**src/hw/rtl/tcf_pkg.sv**
```systemverilog
// Shared types, constants and helper functions of the tilt complementary filter.
package tcf_pkg;

    // Field and register widths
    localparam int SMP_W      = 8;
    localparam int ANG_W      = 25;
    localparam int GAIN_W     = 16;
    localparam int COEF_W     = 17;
    localparam int MAG_W      = 9;
    localparam int CFG_IDX_W  = 4;
    localparam int CFG_DATA_W = 17;

    // CORDIC sizing: at most 24 iterations are ever run
    localparam int CORDIC_STEPS = 16;
    localparam int CORDIC_RUNS  = (CORDIC_STEPS < 24) ? CORDIC_STEPS : 24;
    localparam int ITER_W       = (CORDIC_RUNS > 1) ? $clog2(CORDIC_RUNS) : 1;
    localparam int TAB_IDX_W    = 5;
    localparam int CORD_FRAC    = 20;
    localparam int CORD_W       = SMP_W + CORD_FRAC + 3;

    // Shared multiplier and blend accumulator widths
    localparam int MUL_A_W    = ANG_W;
    localparam int MUL_B_W    = COEF_W + 1;
    localparam int PROD_W     = MUL_A_W + MUL_B_W;
    localparam int SUM_W      = PROD_W + 1;
    localparam int BLEND_FRAC = 16;

    localparam logic [COEF_W-1:0]          COEF_ONE     = 17'd65536;
    localparam logic signed [ANG_W-1:0]    QUARTER_TURN = 25'sd5898240;
    localparam logic signed [SUM_W-1:0]    ROUND_HALF   = 44'sd32768;
    localparam logic signed [SUM_W-1:0]    SAT_HI       = 44'sd16777215;
    localparam logic signed [SUM_W-1:0]    SAT_LO       = -44'sd16777216;

    // Configuration register indexes
    localparam logic [CFG_IDX_W-1:0] CFG_GYRO_GAIN  = 4'd0;
    localparam logic [CFG_IDX_W-1:0] CFG_BLEND_COEF = 4'd1;
    localparam logic [CFG_IDX_W-1:0] CFG_MAG_LOW    = 4'd2;
    localparam logic [CFG_IDX_W-1:0] CFG_MAG_HIGH   = 4'd3;

    // Configuration reset values
    localparam logic [GAIN_W-1:0] GAIN_RESET     = 16'd37;
    localparam logic [COEF_W-1:0] COEF_RESET     = 17'd1311;
    localparam logic [MAG_W-1:0]  MAG_LOW_RESET  = 9'd32;
    localparam logic [MAG_W-1:0]  MAG_HIGH_RESET = 9'd128;

    typedef enum logic [3:0] {
        ST_IDLE,
        ST_MUL_X,
        ST_INT_P,
        ST_INT_R,
        ST_CORD_INIT,
        ST_CORD_RUN,
        ST_BLEND_A,
        ST_BLEND_B,
        ST_BLEND_C,
        ST_DONE
    } tcf_state_t;

    typedef enum logic [1:0] {
        MUL_RATE_X,
        MUL_RATE_Y,
        MUL_KEEP,
        MUL_ATAN
    } mul_sel_t;

    typedef enum logic {
        AXIS_PITCH,
        AXIS_ROLL
    } axis_t;

    // Controller to datapath commands
    typedef struct packed {
        logic              load_in;
        logic              gate;
        logic              mul_en;
        mul_sel_t          mul_sel;
        logic              int_pitch;
        logic              int_roll;
        logic              cord_init;
        logic              cord_step;
        logic [ITER_W-1:0] cord_iter;
        axis_t             axis;
        logic              sum_load;
        logic              blend_store;
        logic              out_load;
    } tcf_cmd_t;

    // atan(2^-i) in degrees, Q8.16
    function automatic logic signed [ANG_W-1:0] atan_entry(input logic [TAB_IDX_W-1:0] i);
        logic signed [ANG_W-1:0] r;
        unique case (i)
            5'd0:    r = 25'sd2949120;
            5'd1:    r = 25'sd1740967;
            5'd2:    r = 25'sd919879;
            5'd3:    r = 25'sd466945;
            5'd4:    r = 25'sd234379;
            5'd5:    r = 25'sd117304;
            5'd6:    r = 25'sd58666;
            5'd7:    r = 25'sd29335;
            5'd8:    r = 25'sd14668;
            5'd9:    r = 25'sd7334;
            5'd10:   r = 25'sd3667;
            5'd11:   r = 25'sd1833;
            5'd12:   r = 25'sd917;
            5'd13:   r = 25'sd458;
            5'd14:   r = 25'sd229;
            5'd15:   r = 25'sd115;
            5'd16:   r = 25'sd57;
            5'd17:   r = 25'sd29;
            5'd18:   r = 25'sd14;
            5'd19:   r = 25'sd7;
            5'd20:   r = 25'sd4;
            5'd21:   r = 25'sd2;
            5'd22:   r = 25'sd1;
            default: r = 25'sd0;
        endcase
        return r;
    endfunction

    // Clamp a wide signed value to the Q8.16 angle range
    function automatic logic signed [ANG_W-1:0] sat_ang(input logic signed [SUM_W-1:0] v);
        logic signed [ANG_W-1:0] r;
        if (v > SAT_HI)
            r = SAT_HI[ANG_W-1:0];
        else if (v < SAT_LO)
            r = SAT_LO[ANG_W-1:0];
        else
            r = v[ANG_W-1:0];
        return r;
    endfunction

endpackage

```
**src/hw/rtl/tcf_cordic.sv**
```systemverilog
// Vectoring CORDIC unit: atan2(y, x) in Q8.16 degrees, one iteration per cycle.
module tcf_cordic
    import tcf_pkg::*;
(
    input  logic                    clk,
    input  logic                    init,
    input  logic                    step,
    input  logic [ITER_W-1:0]       iter,
    input  logic signed [SMP_W-1:0] y_in,
    input  logic signed [SMP_W-1:0] x_in,
    output logic signed [ANG_W-1:0] angle
);

    logic signed [CORD_W-1:0] cx_reg, cx_next;
    logic signed [CORD_W-1:0] cy_reg, cy_next;
    logic signed [ANG_W-1:0]  z_reg, z_next;
    logic                     zero_reg, zero_next;

    logic signed [CORD_W-1:0] x_s, y_s, sx, sy;
    logic signed [ANG_W-1:0]  rot;

    assign x_s = CORD_W'(x_in) <<< CORD_FRAC;
    assign y_s = CORD_W'(y_in) <<< CORD_FRAC;
    assign sx  = cx_reg >>> iter;
    assign sy  = cy_reg >>> iter;
    assign rot = atan_entry(TAB_IDX_W'(iter));

    // Quadrant pre-rotation on load, micro-rotation on each step
    always_comb
    begin
        cx_next   = cx_reg;
        cy_next   = cy_reg;
        z_next    = z_reg;
        zero_next = zero_reg;
        if (init)
        begin
            zero_next = (x_in == '0) && (y_in == '0);
            if (x_in[SMP_W-1])
            begin
                if (!y_in[SMP_W-1])
                begin
                    cx_next = y_s;
                    cy_next = -x_s;
                    z_next  = QUARTER_TURN;
                end
                else
                begin
                    cx_next = -y_s;
                    cy_next = x_s;
                    z_next  = -QUARTER_TURN;
                end
            end
            else
            begin
                cx_next = x_s;
                cy_next = y_s;
                z_next  = '0;
            end
        end
        else if (step)
        begin
            if (!cy_reg[CORD_W-1])
            begin
                cx_next = cx_reg + sy;
                cy_next = cy_reg - sx;
                z_next  = z_reg + rot;
            end
            else
            begin
                cx_next = cx_reg - sy;
                cy_next = cy_reg + sx;
                z_next  = z_reg - rot;
            end
        end
    end

    always_ff @(posedge clk)
    begin
        cx_reg   <= cx_next;
        cy_reg   <= cy_next;
        z_reg    <= z_next;
        zero_reg <= zero_next;
    end

    // A zero vector has no direction; report 0
    assign angle = zero_reg ? '0 : z_reg;

endmodule

```
**src/hw/rtl/tcf_datapath.sv**
```systemverilog
// Datapath: configuration, angle state, shared multiplier, gate, blend and output registers.
module tcf_datapath
    import tcf_pkg::*;
(
    input  logic                      clk,
    input  logic                      rst_n,
    input  tcf_cmd_t                  cmd,
    input  logic signed [SMP_W-1:0]   acc_x,
    input  logic signed [SMP_W-1:0]   acc_y,
    input  logic signed [SMP_W-1:0]   acc_z,
    input  logic signed [SMP_W-1:0]   rate_x,
    input  logic signed [SMP_W-1:0]   rate_y,
    input  logic                      cfg_we,
    input  logic [CFG_IDX_W-1:0]      cfg_index,
    input  logic [CFG_DATA_W-1:0]     cfg_data,
    output logic                      acc_ok,
    output logic signed [ANG_W-1:0]   pitch_angle,
    output logic signed [ANG_W-1:0]   roll_angle,
    output logic                      acc_used
);

    // Configuration
    logic [GAIN_W-1:0] gain_reg, gain_next;
    logic [COEF_W-1:0] coef_reg, coef_next;
    logic [MAG_W-1:0]  mag_low_reg, mag_low_next;
    logic [MAG_W-1:0]  mag_high_reg, mag_high_next;

    // Angle state
    logic signed [ANG_W-1:0] pitch_reg, pitch_next;
    logic signed [ANG_W-1:0] roll_reg, roll_next;
    logic                    used_reg, used_next;

    // Latched sample
    logic signed [SMP_W-1:0] ax_reg, ax_next;
    logic signed [SMP_W-1:0] ay_reg, ay_next;
    logic signed [SMP_W-1:0] az_reg, az_next;
    logic signed [SMP_W-1:0] gx_reg, gx_next;
    logic signed [SMP_W-1:0] gy_reg, gy_next;

    // Arithmetic pipeline
    logic signed [PROD_W-1:0] prod_reg, prod_next;
    logic signed [SUM_W-1:0]  sum_reg, sum_next;

    // Result holding register
    logic signed [ANG_W-1:0] out_pitch_reg, out_pitch_next;
    logic signed [ANG_W-1:0] out_roll_reg, out_roll_next;
    logic                    out_used_reg, out_used_next;

    logic signed [MUL_A_W-1:0] mul_a;
    logic signed [MUL_B_W-1:0] mul_b;
    logic signed [PROD_W-1:0]  mul_p;
    logic [COEF_W-1:0]         coef_eff, coef_keep;
    logic [SMP_W-1:0]          abs_x, abs_y, abs_z;
    logic [MAG_W-1:0]          mag;
    logic signed [SUM_W-1:0]   int_p_sum, int_r_sum, blend_sum;
    logic signed [ANG_W-1:0]   blend_val;
    logic signed [ANG_W-1:0]   atan_val;
    logic signed [SMP_W-1:0]   cord_y;

    // Blend weights, coefficient clamped at one
    assign coef_eff  = (coef_reg > COEF_ONE) ? COEF_ONE : coef_reg;
    assign coef_keep = COEF_ONE - coef_eff;

    // Shared multiplier operand selection
    always_comb
    begin
        unique case (cmd.mul_sel)
            MUL_RATE_X:
            begin
                mul_a = MUL_A_W'(gx_reg);
                mul_b = MUL_B_W'(gain_reg);
            end
            MUL_RATE_Y:
            begin
                mul_a = MUL_A_W'(gy_reg);
                mul_b = MUL_B_W'(gain_reg);
            end
            MUL_KEEP:
            begin
                mul_a = (cmd.axis == AXIS_PITCH) ? pitch_reg : roll_reg;
                mul_b = MUL_B_W'(coef_keep);
            end
            MUL_ATAN:
            begin
                mul_a = atan_val;
                mul_b = MUL_B_W'(coef_eff);
            end
        endcase
    end

    assign mul_p = PROD_W'(mul_a) * PROD_W'(mul_b);

    // Magnitude gate
    assign abs_x = ax_reg[SMP_W-1] ? SMP_W'(-ax_reg) : SMP_W'(ax_reg);
    assign abs_y = ay_reg[SMP_W-1] ? SMP_W'(-ay_reg) : SMP_W'(ay_reg);
    assign abs_z = az_reg[SMP_W-1] ? SMP_W'(-az_reg) : SMP_W'(az_reg);
    assign mag   = MAG_W'(abs_x) + MAG_W'(abs_y) + MAG_W'(abs_z);

    // Gyro integration and rounded blend
    assign int_p_sum = SUM_W'(pitch_reg) + SUM_W'(prod_reg);
    assign int_r_sum = SUM_W'(roll_reg) - SUM_W'(prod_reg);
    assign blend_sum = (sum_reg + SUM_W'(prod_reg)) >>> BLEND_FRAC;
    assign blend_val = sat_ang(blend_sum);

    assign cord_y = (cmd.axis == AXIS_PITCH) ? ay_reg : ax_reg;

    tcf_cordic u_cordic (
        .clk   (clk),
        .init  (cmd.cord_init),
        .step  (cmd.cord_step),
        .iter  (cmd.cord_iter),
        .y_in  (cord_y),
        .x_in  (az_reg),
        .angle (atan_val)
    );

    // Configuration writes
    always_comb
    begin
        gain_next     = gain_reg;
        coef_next     = coef_reg;
        mag_low_next  = mag_low_reg;
        mag_high_next = mag_high_reg;
        if (cfg_we)
        begin
            unique case (cfg_index)
                CFG_GYRO_GAIN:  gain_next     = cfg_data[GAIN_W-1:0];
                CFG_BLEND_COEF: coef_next     = cfg_data[COEF_W-1:0];
                CFG_MAG_LOW:    mag_low_next  = cfg_data[MAG_W-1:0];
                CFG_MAG_HIGH:   mag_high_next = cfg_data[MAG_W-1:0];
                default:        ;
            endcase
        end
    end

    // Angle state, gate flag and arithmetic registers
    always_comb
    begin
        pitch_next     = pitch_reg;
        roll_next      = roll_reg;
        used_next      = used_reg;
        ax_next        = ax_reg;
        ay_next        = ay_reg;
        az_next        = az_reg;
        gx_next        = gx_reg;
        gy_next        = gy_reg;
        prod_next      = prod_reg;
        sum_next       = sum_reg;
        out_pitch_next = out_pitch_reg;
        out_roll_next  = out_roll_reg;
        out_used_next  = out_used_reg;

        if (cmd.load_in)
        begin
            ax_next = acc_x;
            ay_next = acc_y;
            az_next = acc_z;
            gx_next = rate_x;
            gy_next = rate_y;
        end
        if (cmd.gate)
            used_next = (mag > mag_low_reg) && (mag < mag_high_reg);
        if (cmd.mul_en)
            prod_next = mul_p;
        if (cmd.sum_load)
            sum_next = SUM_W'(prod_reg) + ROUND_HALF;
        if (cmd.int_pitch)
            pitch_next = sat_ang(int_p_sum);
        if (cmd.int_roll)
            roll_next = sat_ang(int_r_sum);
        if (cmd.blend_store)
        begin
            if (cmd.axis == AXIS_PITCH)
                pitch_next = blend_val;
            else
                roll_next = blend_val;
        end
        if (cmd.out_load)
        begin
            out_pitch_next = pitch_reg;
            out_roll_next  = roll_reg;
            out_used_next  = used_reg;
        end
    end

    always_ff @(posedge clk or negedge rst_n)
    begin
        if (!rst_n)
        begin
            gain_reg     <= GAIN_RESET;
            coef_reg     <= COEF_RESET;
            mag_low_reg  <= MAG_LOW_RESET;
            mag_high_reg <= MAG_HIGH_RESET;
            pitch_reg    <= '0;
            roll_reg     <= '0;
            used_reg     <= 1'b0;
        end
        else
        begin
            gain_reg     <= gain_next;
            coef_reg     <= coef_next;
            mag_low_reg  <= mag_low_next;
            mag_high_reg <= mag_high_next;
            pitch_reg    <= pitch_next;
            roll_reg     <= roll_next;
            used_reg     <= used_next;
        end
    end

    always_ff @(posedge clk)
    begin
        ax_reg        <= ax_next;
        ay_reg        <= ay_next;
        az_reg        <= az_next;
        gx_reg        <= gx_next;
        gy_reg        <= gy_next;
        prod_reg      <= prod_next;
        sum_reg       <= sum_next;
        out_pitch_reg <= out_pitch_next;
        out_roll_reg  <= out_roll_next;
        out_used_reg  <= out_used_next;
    end

    assign acc_ok      = used_reg;
    assign pitch_angle = out_pitch_reg;
    assign roll_angle  = out_roll_reg;
    assign acc_used    = out_used_reg;

endmodule

```
**src/hw/rtl/tcf_ctrl.sv**
```systemverilog
// Controller: sequences integration, gate, CORDIC runs and blends; owns the handshakes.
module tcf_ctrl
    import tcf_pkg::*;
(
    input  logic     clk,
    input  logic     rst_n,
    input  logic     in_valid,
    output logic     in_stall,
    output logic     out_valid,
    input  logic     out_stall,
    input  logic     acc_ok,
    output tcf_cmd_t cmd
);

    localparam logic [ITER_W-1:0] ITER_LAST = ITER_W'(CORDIC_RUNS - 1);

    tcf_state_t        state_reg, state_next;
    logic [ITER_W-1:0] iter_reg, iter_next;
    axis_t             axis_reg, axis_next;
    logic              out_valid_reg, out_valid_next;
    logic              out_free;

    // Output register can take a result when empty or being drained
    assign out_free = !out_valid_reg || !out_stall;

    // Next state, iteration counter and axis
    always_comb
    begin
        state_next = state_reg;
        iter_next  = iter_reg;
        axis_next  = axis_reg;
        unique case (state_reg)
            ST_IDLE:
                if (in_valid)
                    state_next = ST_MUL_X;
            ST_MUL_X:
                state_next = ST_INT_P;
            ST_INT_P:
                state_next = ST_INT_R;
            ST_INT_R:
            begin
                axis_next  = AXIS_PITCH;
                state_next = acc_ok ? ST_CORD_INIT : ST_DONE;
            end
            ST_CORD_INIT:
            begin
                iter_next  = '0;
                state_next = ST_CORD_RUN;
            end
            ST_CORD_RUN:
            begin
                iter_next = iter_reg + ITER_W'(1);
                if (iter_reg == ITER_LAST)
                    state_next = ST_BLEND_A;
            end
            ST_BLEND_A:
                state_next = ST_BLEND_B;
            ST_BLEND_B:
                state_next = ST_BLEND_C;
            ST_BLEND_C:
            begin
                if (axis_reg == AXIS_PITCH)
                begin
                    axis_next  = AXIS_ROLL;
                    state_next = ST_CORD_INIT;
                end
                else
                    state_next = ST_DONE;
            end
            ST_DONE:
                if (out_free)
                    state_next = ST_IDLE;
            default:
                state_next = ST_IDLE;
        endcase
    end

    // Commands per state
    always_comb
    begin
        cmd           = '0;
        cmd.mul_sel   = MUL_RATE_X;
        cmd.axis      = axis_reg;
        cmd.cord_iter = iter_reg;
        in_stall      = 1'b1;
        unique case (state_reg)
            ST_IDLE:
            begin
                in_stall    = 1'b0;
                cmd.load_in = in_valid;
            end
            ST_MUL_X:
            begin
                cmd.mul_en  = 1'b1;
                cmd.mul_sel = MUL_RATE_X;
                cmd.gate    = 1'b1;
            end
            ST_INT_P:
            begin
                cmd.int_pitch = 1'b1;
                cmd.mul_en    = 1'b1;
                cmd.mul_sel   = MUL_RATE_Y;
            end
            ST_INT_R:
                cmd.int_roll = 1'b1;
            ST_CORD_INIT:
                cmd.cord_init = 1'b1;
            ST_CORD_RUN:
                cmd.cord_step = 1'b1;
            ST_BLEND_A:
            begin
                cmd.mul_en  = 1'b1;
                cmd.mul_sel = MUL_KEEP;
            end
            ST_BLEND_B:
            begin
                cmd.mul_en   = 1'b1;
                cmd.mul_sel  = MUL_ATAN;
                cmd.sum_load = 1'b1;
            end
            ST_BLEND_C:
                cmd.blend_store = 1'b1;
            ST_DONE:
                cmd.out_load = out_free;
            default:
                ;
        endcase
    end

    // Result valid: set on load, cleared when the transaction completes
    assign out_valid_next = cmd.out_load || (out_valid_reg && out_stall);

    always_ff @(posedge clk or negedge rst_n)
    begin
        if (!rst_n)
        begin
            state_reg     <= ST_IDLE;
            iter_reg      <= '0;
            axis_reg      <= AXIS_PITCH;
            out_valid_reg <= 1'b0;
        end
        else
        begin
            state_reg     <= state_next;
            iter_reg      <= iter_next;
            axis_reg      <= axis_next;
            out_valid_reg <= out_valid_next;
        end
    end

    assign out_valid = out_valid_reg;

    // An accepted transaction always starts the integration sequence
    a_accept_starts: assert property (@(posedge clk) disable iff (!rst_n)
        (in_valid && !in_stall) |=> (state_reg == ST_MUL_X))
        else $error("accepted transaction did not start integration");

    // A result is never loaded over one still waiting to be taken
    a_no_overwrite: assert property (@(posedge clk) disable iff (!rst_n)
        cmd.out_load |-> !(out_valid_reg && out_stall))
        else $error("result register overwritten while stalled");

    // Loading a result raises valid on the next cycle
    a_load_valid: assert property (@(posedge clk) disable iff (!rst_n)
        cmd.out_load |=> out_valid_reg)
        else $error("loaded result not presented");

    // Every CORDIC run starts at iteration zero
    a_cordic_start: assert property (@(posedge clk) disable iff (!rst_n)
        (state_reg == ST_CORD_INIT) |=> (state_reg == ST_CORD_RUN && iter_reg == '0))
        else $error("CORDIC run did not start at iteration zero");

    // Roll blend only follows a pitch blend within the same item
    a_blend_order: assert property (@(posedge clk) disable iff (!rst_n)
        (state_reg == ST_BLEND_C && axis_reg == AXIS_PITCH) |=>
        (state_reg == ST_CORD_INIT && axis_reg == AXIS_ROLL))
        else $error("roll CORDIC run did not follow pitch blend");

endmodule

```
**src/hw/rtl/tilt_complementary_filter.sv**
```systemverilog
// Top level of the tilt complementary filter: pitch/roll from one IMU sample per transaction.
//
//   channel   direction  handshake              payload
//   in        input      in_valid / in_stall    acc_x, acc_y, acc_z, rate_x, rate_y
//   out       output     out_valid / out_stall  pitch_angle, roll_angle, acc_used
//   cfg       input      cfg_valid / cfg_ready  cfg_index, cfg_data
//
// One sample at a time: the next sample is accepted only after the current one has
// loaded its result; when the magnitude gate fails, both CORDIC runs and blends are skipped.
// The single iterative CORDIC unit runs one micro-rotation per cycle for each angle in turn.
// Reset (rst_n, asynchronous) zeroes both angles and loads the register defaults.
// A held result waits in the output register; the next sample is taken meanwhile
// and its result waits for that register to drain. cfg_ready is always high.
module tilt_complementary_filter
    import tcf_pkg::*;
(
    input  logic                    clk,
    input  logic                    rst_n,
    input  logic                    in_valid,
    output logic                    in_stall,
    input  logic signed [SMP_W-1:0] acc_x,
    input  logic signed [SMP_W-1:0] acc_y,
    input  logic signed [SMP_W-1:0] acc_z,
    input  logic signed [SMP_W-1:0] rate_x,
    input  logic signed [SMP_W-1:0] rate_y,
    output logic                    out_valid,
    input  logic                    out_stall,
    output logic signed [ANG_W-1:0] pitch_angle,
    output logic signed [ANG_W-1:0] roll_angle,
    output logic                    acc_used,
    input  logic                    cfg_valid,
    output logic                    cfg_ready,
    input  logic [CFG_IDX_W-1:0]    cfg_index,
    input  logic [CFG_DATA_W-1:0]   cfg_data
);

    tcf_cmd_t cmd;
    logic     acc_ok;

    assign cfg_ready = 1'b1;

    tcf_ctrl u_ctrl (
        .clk       (clk),
        .rst_n     (rst_n),
        .in_valid  (in_valid),
        .in_stall  (in_stall),
        .out_valid (out_valid),
        .out_stall (out_stall),
        .acc_ok    (acc_ok),
        .cmd       (cmd)
    );

    tcf_datapath u_datapath (
        .clk         (clk),
        .rst_n       (rst_n),
        .cmd         (cmd),
        .acc_x       (acc_x),
        .acc_y       (acc_y),
        .acc_z       (acc_z),
        .rate_x      (rate_x),
        .rate_y      (rate_y),
        .cfg_we      (cfg_valid && cfg_ready),
        .cfg_index   (cfg_index),
        .cfg_data    (cfg_data),
        .acc_ok      (acc_ok),
        .pitch_angle (pitch_angle),
        .roll_angle  (roll_angle),
        .acc_used    (acc_used)
    );

endmodule
```
**config.mk**
```make
export PLATFORM = sky130hd
export DESIGN_NAME = tilt_complementary_filter
export DESIGN_NICKNAME = d
export VERILOG_FILES = /design/src/hw/rtl/tcf_pkg.sv /design/src/hw/rtl/tcf_cordic.sv /design/src/hw/rtl/tcf_datapath.sv /design/src/hw/rtl/tcf_ctrl.sv /design/src/hw/rtl/tilt_complementary_filter.sv
export SDC_FILE = /design/constraint.sdc
export NUM_CORES = 2
export LEC_CHECK = 0
export BUFFER_PORTS_ARGS = -buffer_cell sky130_fd_sc_hd__buf_2
export CAP_MARGIN = 40
export CORE_UTILIZATION = 50
export CTS_BUF_LIST = sky130_fd_sc_hd__clkbuf_4
export DETAILED_ROUTE_END_ITERATION = 8
export GPL_TIMING_DRIVEN = 0
export PLACE_DENSITY = 0.66
export RECOVER_POWER = 50
export SETUP_SLACK_MARGIN = 0.5
export SLEW_MARGIN = 25
export SYNTH_ARGS = -nofsm -noshare
export SYNTH_HDL_FRONTEND = slang
export SYNTH_HIERARCHICAL = 1
export SYNTH_SLANG_ARGS = --single-unit
```
**constraint.sdc**
```tcl
create_clock -name clk -period 11.95 [get_ports clk]
set_input_delay 0 -clock clk [delete_from_list [all_inputs] [get_ports clk]]
set_output_delay 0 -clock clk [all_outputs]
set_load 0.03 [all_outputs]
```
Word level (Yosys, flattened, before mapping)
Memory sizes are Yosys's and may differ from the RTL's. Cells that the tools add are included.

Add/sub/neg operators: 19. $mul: 1. Order comparisons: 9. Equal/unequal tests: 19. Shift-type cells: 2. Multiplexer cells: 55. Reductions and logical operators: 21.

Operators by type and width (count): 25-bit 2-to-1 mux (19); 31-bit 2-to-1 mux (10); 25-bit case mux with 4 select lines (1); 44-bit by 25-bit > comparator with 1-bit output (second input constant) (2); 44-bit by 25-bit less-than comparator with 1-bit output (second input constant) (2); 31-bit adder (2); 28-bit negator with 31-bit output (2); 31-bit by 4-bit >>> shifter with 31-bit output (2); 31-bit subtractor (2); 18-bit case mux with 3 select lines (1); 25-bit by 43-bit adder with 44-bit output (1); 43-bit by 17-bit adder with 44-bit output (second input constant) (1); 44-bit by 43-bit adder with 44-bit output (1); 25-bit by 43-bit subtractor with 44-bit output (1); 25-bit by 18-bit multiplier with 43-bit output (1); 4-bit case mux with 10 select lines (1); 8-bit 2-to-1 mux (4); 28-bit by 25-bit > comparator with 1-bit output (second input constant) (1); 28-bit by 25-bit less-than comparator with 1-bit output (second input constant) (1); 25-bit adder (1); 25-bit subtractor (1); 8-bit negator (3); 4-bit 2-to-1 mux (5); 17-bit > comparator (second input constant) (1); other kinds (29) (60).

Bits in registers: 378. Memory bits (read-only): 352. Bits of input ports: 66. Memories kept: 1.

Memories: (name not given) (depth 16, width 22, rd ports 1, clocked after memory_dff 0, wr ports 0, RTL line tcf_pkg.sv:91) `unique case (i)`.

Depth between registers and ports, before layout
Depth after elaboration: 7. Mapped depth: 37.

Hierarchy
The synthesis kept the hierarchy.

Modules (own cells, without submodules): tcf_datapath (instances 1, cells an instance 3820, area an instance 35082.4 µm², sequential area each 7912.6 µm²); tcf_cordic (instances 1, cells an instance 1597, area an instance 13908.3 µm², sequential area each 2642.5 µm²); tcf_ctrl (instances 1, cells an instance 79, area an instance 674.4 µm², sequential area each 250.2 µm²); tilt_complementary_filter (instances 1, cells an instance 2, area an instance 11.3 µm², sequential area each 0.0 µm²).

Worst setup path after synthesis
OpenSTA, ideal clock, no wires.

Path kind: register -> register. From: register u_ctrl.state_reg[0]. To: register u_datapath.prod_reg[42], data pin. Setup time: 260 ps. Arrival: 8475 ps. Path slack: 3215 ps. Cell stages (with the launch flop): 34. Path buffers: 7. Path through: dfrtp_1 -> buf_2 -> buf_2 -> and2b_1 -> nor4b_1 -> clkbuf_1 -> buf_1 -> clkbuf_1 -> clkbuf_1 -> a31o_2 -> clkbuf_1 -> nand2_1 -> fa_1 -> fa_1 -> fa_1 -> inv_1 -> ha_1 -> fa_1 -> inv_1 -> fa_1 -> inv_1 -> ha_1 -> and3_1 -> a221oi_1 -> o311ai_0 -> a21oi_1 -> nor3_1 -> o41ai_1 -> o211ai_1 -> a21oi_1 -> nor2b_1 -> a21o_1 -> a21oi_1 -> xnor2_1.

RTL lines: start: declaration (RTL line tcf_ctrl.sv:17) `tcf_state_t state_reg, state_next;`; start signal: assignment (RTL line tcf_ctrl.sv:144) `state_reg <= state_next;`; end signal: assignment (RTL line tcf_datapath.sv:217) `prod_reg <= prod_next;`; end: declaration (RTL line tcf_datapath.sv:41) `logic signed [PROD_W-1:0] prod_reg, prod_next;`.

==> impl_metrics.toml <==
[floorplan]
chipHeight_um = 317.2
floorplan.initialDensity_pct = 50.47
fp.dieW_um = 317.2
core_sq_um = 98420
io-pin-count = 120
dieArea_sq_um = 100600
std_cell_rows = 115

[placement]
io_buffers = 118
finalWeightedCongestion = 1.018
dpl.hpwl_um = 141800
dp_cells = 6940

[hold_path]
hold_start = "cfg_index[3]"
whs_path_depth = 7
hold_class = "primary input to register"

[routing]
drt-total-wl_um = 176900
drt-met1-wl_um = 71520
route.met2.wl_um = 80370
detailedRoute.firstIterationViolations = 4232
drt_pass1_iterations = 9
final_antenna_net_count = 0
drc = 0
met3WireLength_um = 16760
routed_wire_length_per_instance_um = 24.29
top_layer = "met5"
via_count = 44300
drt-vias-per-instance = 6.083

[sta]
timing.final.max_slew_violations = 164
relSlewSlack_pct = -206.1
period_needed_ns = 11.16
fmax_ghz = 0.08957
post_route_clock_skew_ns = 0.1348
min_period_over_period_pct = 93.42
least_margin_pin_slew_ns = 4.591
rsz0062_at_grt = "no"
finalHoldViolations = 0
setup_viol = 0

[yosys]
synth_register_bits = 378
synth-async-reset-ratio_pct = 29.63
synthDistinctLibCells = 118
synth.cells.most_frequent = "sky130_fd_sc_hd__inv_1, sky130_fd_sc_hd__nand2_1, sky130_fd_sc_hd__nor2_1, sky130_fd_sc_hd__fa_1, sky130_fd_sc_hd__ha_1"
count_of_flip_flops_with_a_built_in_enable_after_synthesis = 266
netlist.area_leader.share_pct = 17.33
mappedNetlistNets = 6354
sequential_area_share_after_synthesis_pct = 21.75
avgSynthCellArea_sq_um = 9.035
synth_most_common_cell = "sky130_fd_sc_hd__inv_1"
syn-instance-count = 5498
synth_area_leaders = "sky130_fd_sc_hd__fa_1, sky130_fd_sc_hd__edfxtp_1, sky130_fd_sc_hd__ha_1, sky130_fd_sc_hd__inv_1, sky130_fd_sc_hd__dfrtp_1"
synth.largest_area_cell = "sky130_fd_sc_hd__fa_1"
ys.warnings.count = 6
post_synth_instance_area_sq_um = 49680
synth_ff_type = "sky130_fd_sc_hd__edfxtp_1"

[worst_setup_path]
worst_setup_path_start_kind = "register"
worst_path_largest_cell_delay_ns = 0.61
worst_path_most_repeated_cell = "sky130_fd_sc_hd__fa_1"
worstRegToRegCells = 34
critical_path.max_fanout = 10
startpoint = "u_ctrl/state_reg[1]"
critPathArrivalTime_ns = 11.78
setup.worst_path.end_class = "register"
timing.critical_path.slowest_stage_cell = "sky130_fd_sc_hd__buf_1"
worst-endpoint-required_ns = 12.57
path_class = "register to register"
start_of_the_worst_register_to_register_path = "u_ctrl/state_reg[1]"

[clocking]
clk_root_buffer_cell = "sky130_fd_sc_hd__clkbuf_4"
clock_edge_transition_at_the_registers_on_the_reported_setup_and_hold_paths_ns = 0.07
sinks_on_the_clock_net = 378
cts.htree.levels = 3
cts_tree = "yes"
max-clock-path-buffers = 3
worstSkewPairLatency_ns = 1.04
cts_buffers = 105

[outcome]
run_status = "finished with violations"
failed_checks = "max-capacitance violations, max-slew violations"

[grt]
via_count_of_the_first_global_routing_pass = 42950
grt_max_degree = 79
grt_util_all_layers_pct = 35.12
grt_pass1_wl_um = 264400
grt-ovfl-total = 0
number_of_antenna_violations_at_the_first_check_in_global_routing = 8

[job]
maxCapViolations = 4

[cells_and_area]
finish.cell_count_without_fillers = 7283
largest_register_ff_count = 44
fill_cells = 9063
final_layout_size_suffix_gt1_share_pct = 10.20
finish.net_count = 6762
final_core_utilization_pct = 55.99
flow.area_growth_from_synthesis_pct = 10.93
-- cell usage in the layout (no fill, tap or decap), types with 37 or more instances in the layout --
cell type and n:
sky130_fd_sc_hd__inv_1 667, sky130_fd_sc_hd__nand2_1 523, sky130_fd_sc_hd__nor2_1 493, sky130_fd_sc_hd__fa_1 430, sky130_fd_sc_hd__ha_1 360, sky130_fd_sc_hd__a21oi_1 297
sky130_fd_sc_hd__edfxtp_1 266, sky130_fd_sc_hd__xnor2_1 216, sky130_fd_sc_hd__clkbuf_1 209, sky130_fd_sc_hd__o21ai_0 207, sky130_fd_sc_hd__clkbuf_4 148, sky130_fd_sc_hd__dlygate4sd3_1 133
sky130_fd_sc_hd__xor2_1 118, sky130_fd_sc_hd__a21o_1 114, sky130_fd_sc_hd__buf_2 103, sky130_fd_sc_hd__dfrtp_1 100, sky130_fd_sc_hd__nand2b_1 98, sky130_fd_sc_hd__nand3_1 96
sky130_fd_sc_hd__nor2b_1 95, sky130_fd_sc_hd__mux2_2 93, sky130_fd_sc_hd__nor3_1 85, sky130_fd_sc_hd__mux2i_1 72, sky130_fd_sc_hd__mux4_2 66, sky130_fd_sc_hd__a31oi_1 62
sky130_fd_sc_hd__a211oi_1 58, sky130_fd_sc_hd__nand4_1 50, sky130_fd_sc_hd__a22oi_1 47, sky130_fd_sc_hd__o211ai_1 41, sky130_fd_sc_hd__o21a_1 37
-- layout make-up --
class | count | area, sq um | area share (%)
multi-input combinational | 4213 | 35370 | 64.18
sequential | 378 | 10810 | 19.61
inverter | 672 | 2522 | 4.577
timing repair buffer | 301 | 2321 | 4.212
tap | 1287 | 1610 | 2.922
buffer | 235 | 1096 | 1.989
clock buffer | 145 | 1089 | 1.975
clock inverter | 47 | 282.8 | 0.5131
antenna | 5 | 12.51 | 0.02271
-- per-layer routing --
layer	up-vias	global-route usage (%)
met5	-	0
met4	10	14.94
met3	444	7.819
met2	2184	56.00
met1	21660	45.98
li1	20010	-
-- worst paths after layout --
path	to	slack, ns
setup / recovery	u_datapath/prod_reg[42]	0.79
hold / removal	u_datapath/mag_low_reg[5]	0.18
setup reg to reg	u_datapath/prod_reg[42]	0.79
hold reg to reg	u_datapath/mag_high_reg[4]	0.50
max in group asynchronous	u_datapath/coef_reg[7]	5.61
min in group asynchronous	u_datapath/pitch_reg[24]	0.93
-- stage by stage --
stage               setup slack [ns]  cell area (sq um)  TNS, ns  hold slack, ns
floorplan                      3.215              49680        0         -0.2956
global placement              -1.368              51880   -5.729          0.1766
detailed placement           -0.2663              52450  -0.2663         -0.1008
CTS                           0.5937              55200        0         0.02027
global route                  0.3763              55110        0          0.1276
finish                        0.7859              55110        0          0.1813
-- worst max-delay path, delay by kind of cell, from the launching register on --
family / cells / cell delay, ns
adder cells (fa/ha/maj): 7 / 3.20
buffers and inverters: 11 / 3.03
AO/OA/AOI/OAI: 9 / 2.63
AND/OR/NAND/NOR: 6 / 1.05
flip-flops: 1 / 0.45
XOR/XNOR: 1 / 0.37
-- logic make-up (layout without fill, tap and decap cells) --
family                     count (synthesis)  count (layout)  share of synthesized area [%]
AOI/OAI and AO/OA                       1194            1194                          15.99
xor gates and xnor gates                 334             334                          5.889
and+or+nand+nor                         1642            1642                          15.53
buffers and inverters                    907            1400                          7.271
adders and majority gates                790             790                          26.40
DFF                                      378             378                          21.75
other                                      1               6                       0.007549
muxes                                    252             252                          7.166
-- repair_timing --
item / CTS / global route
setup buffers: 0 / 0
resized for setup: 8 / 7
pin swaps: 0 / 0
endpoints found under the hold margin: 297 / 0
setup endpoints to repair: 3 / 1
hold buffers: 134 / 0
Power is not shown: default switching activity piles up to over one toggle a cycle in this logic, so the estimate is an artifact.
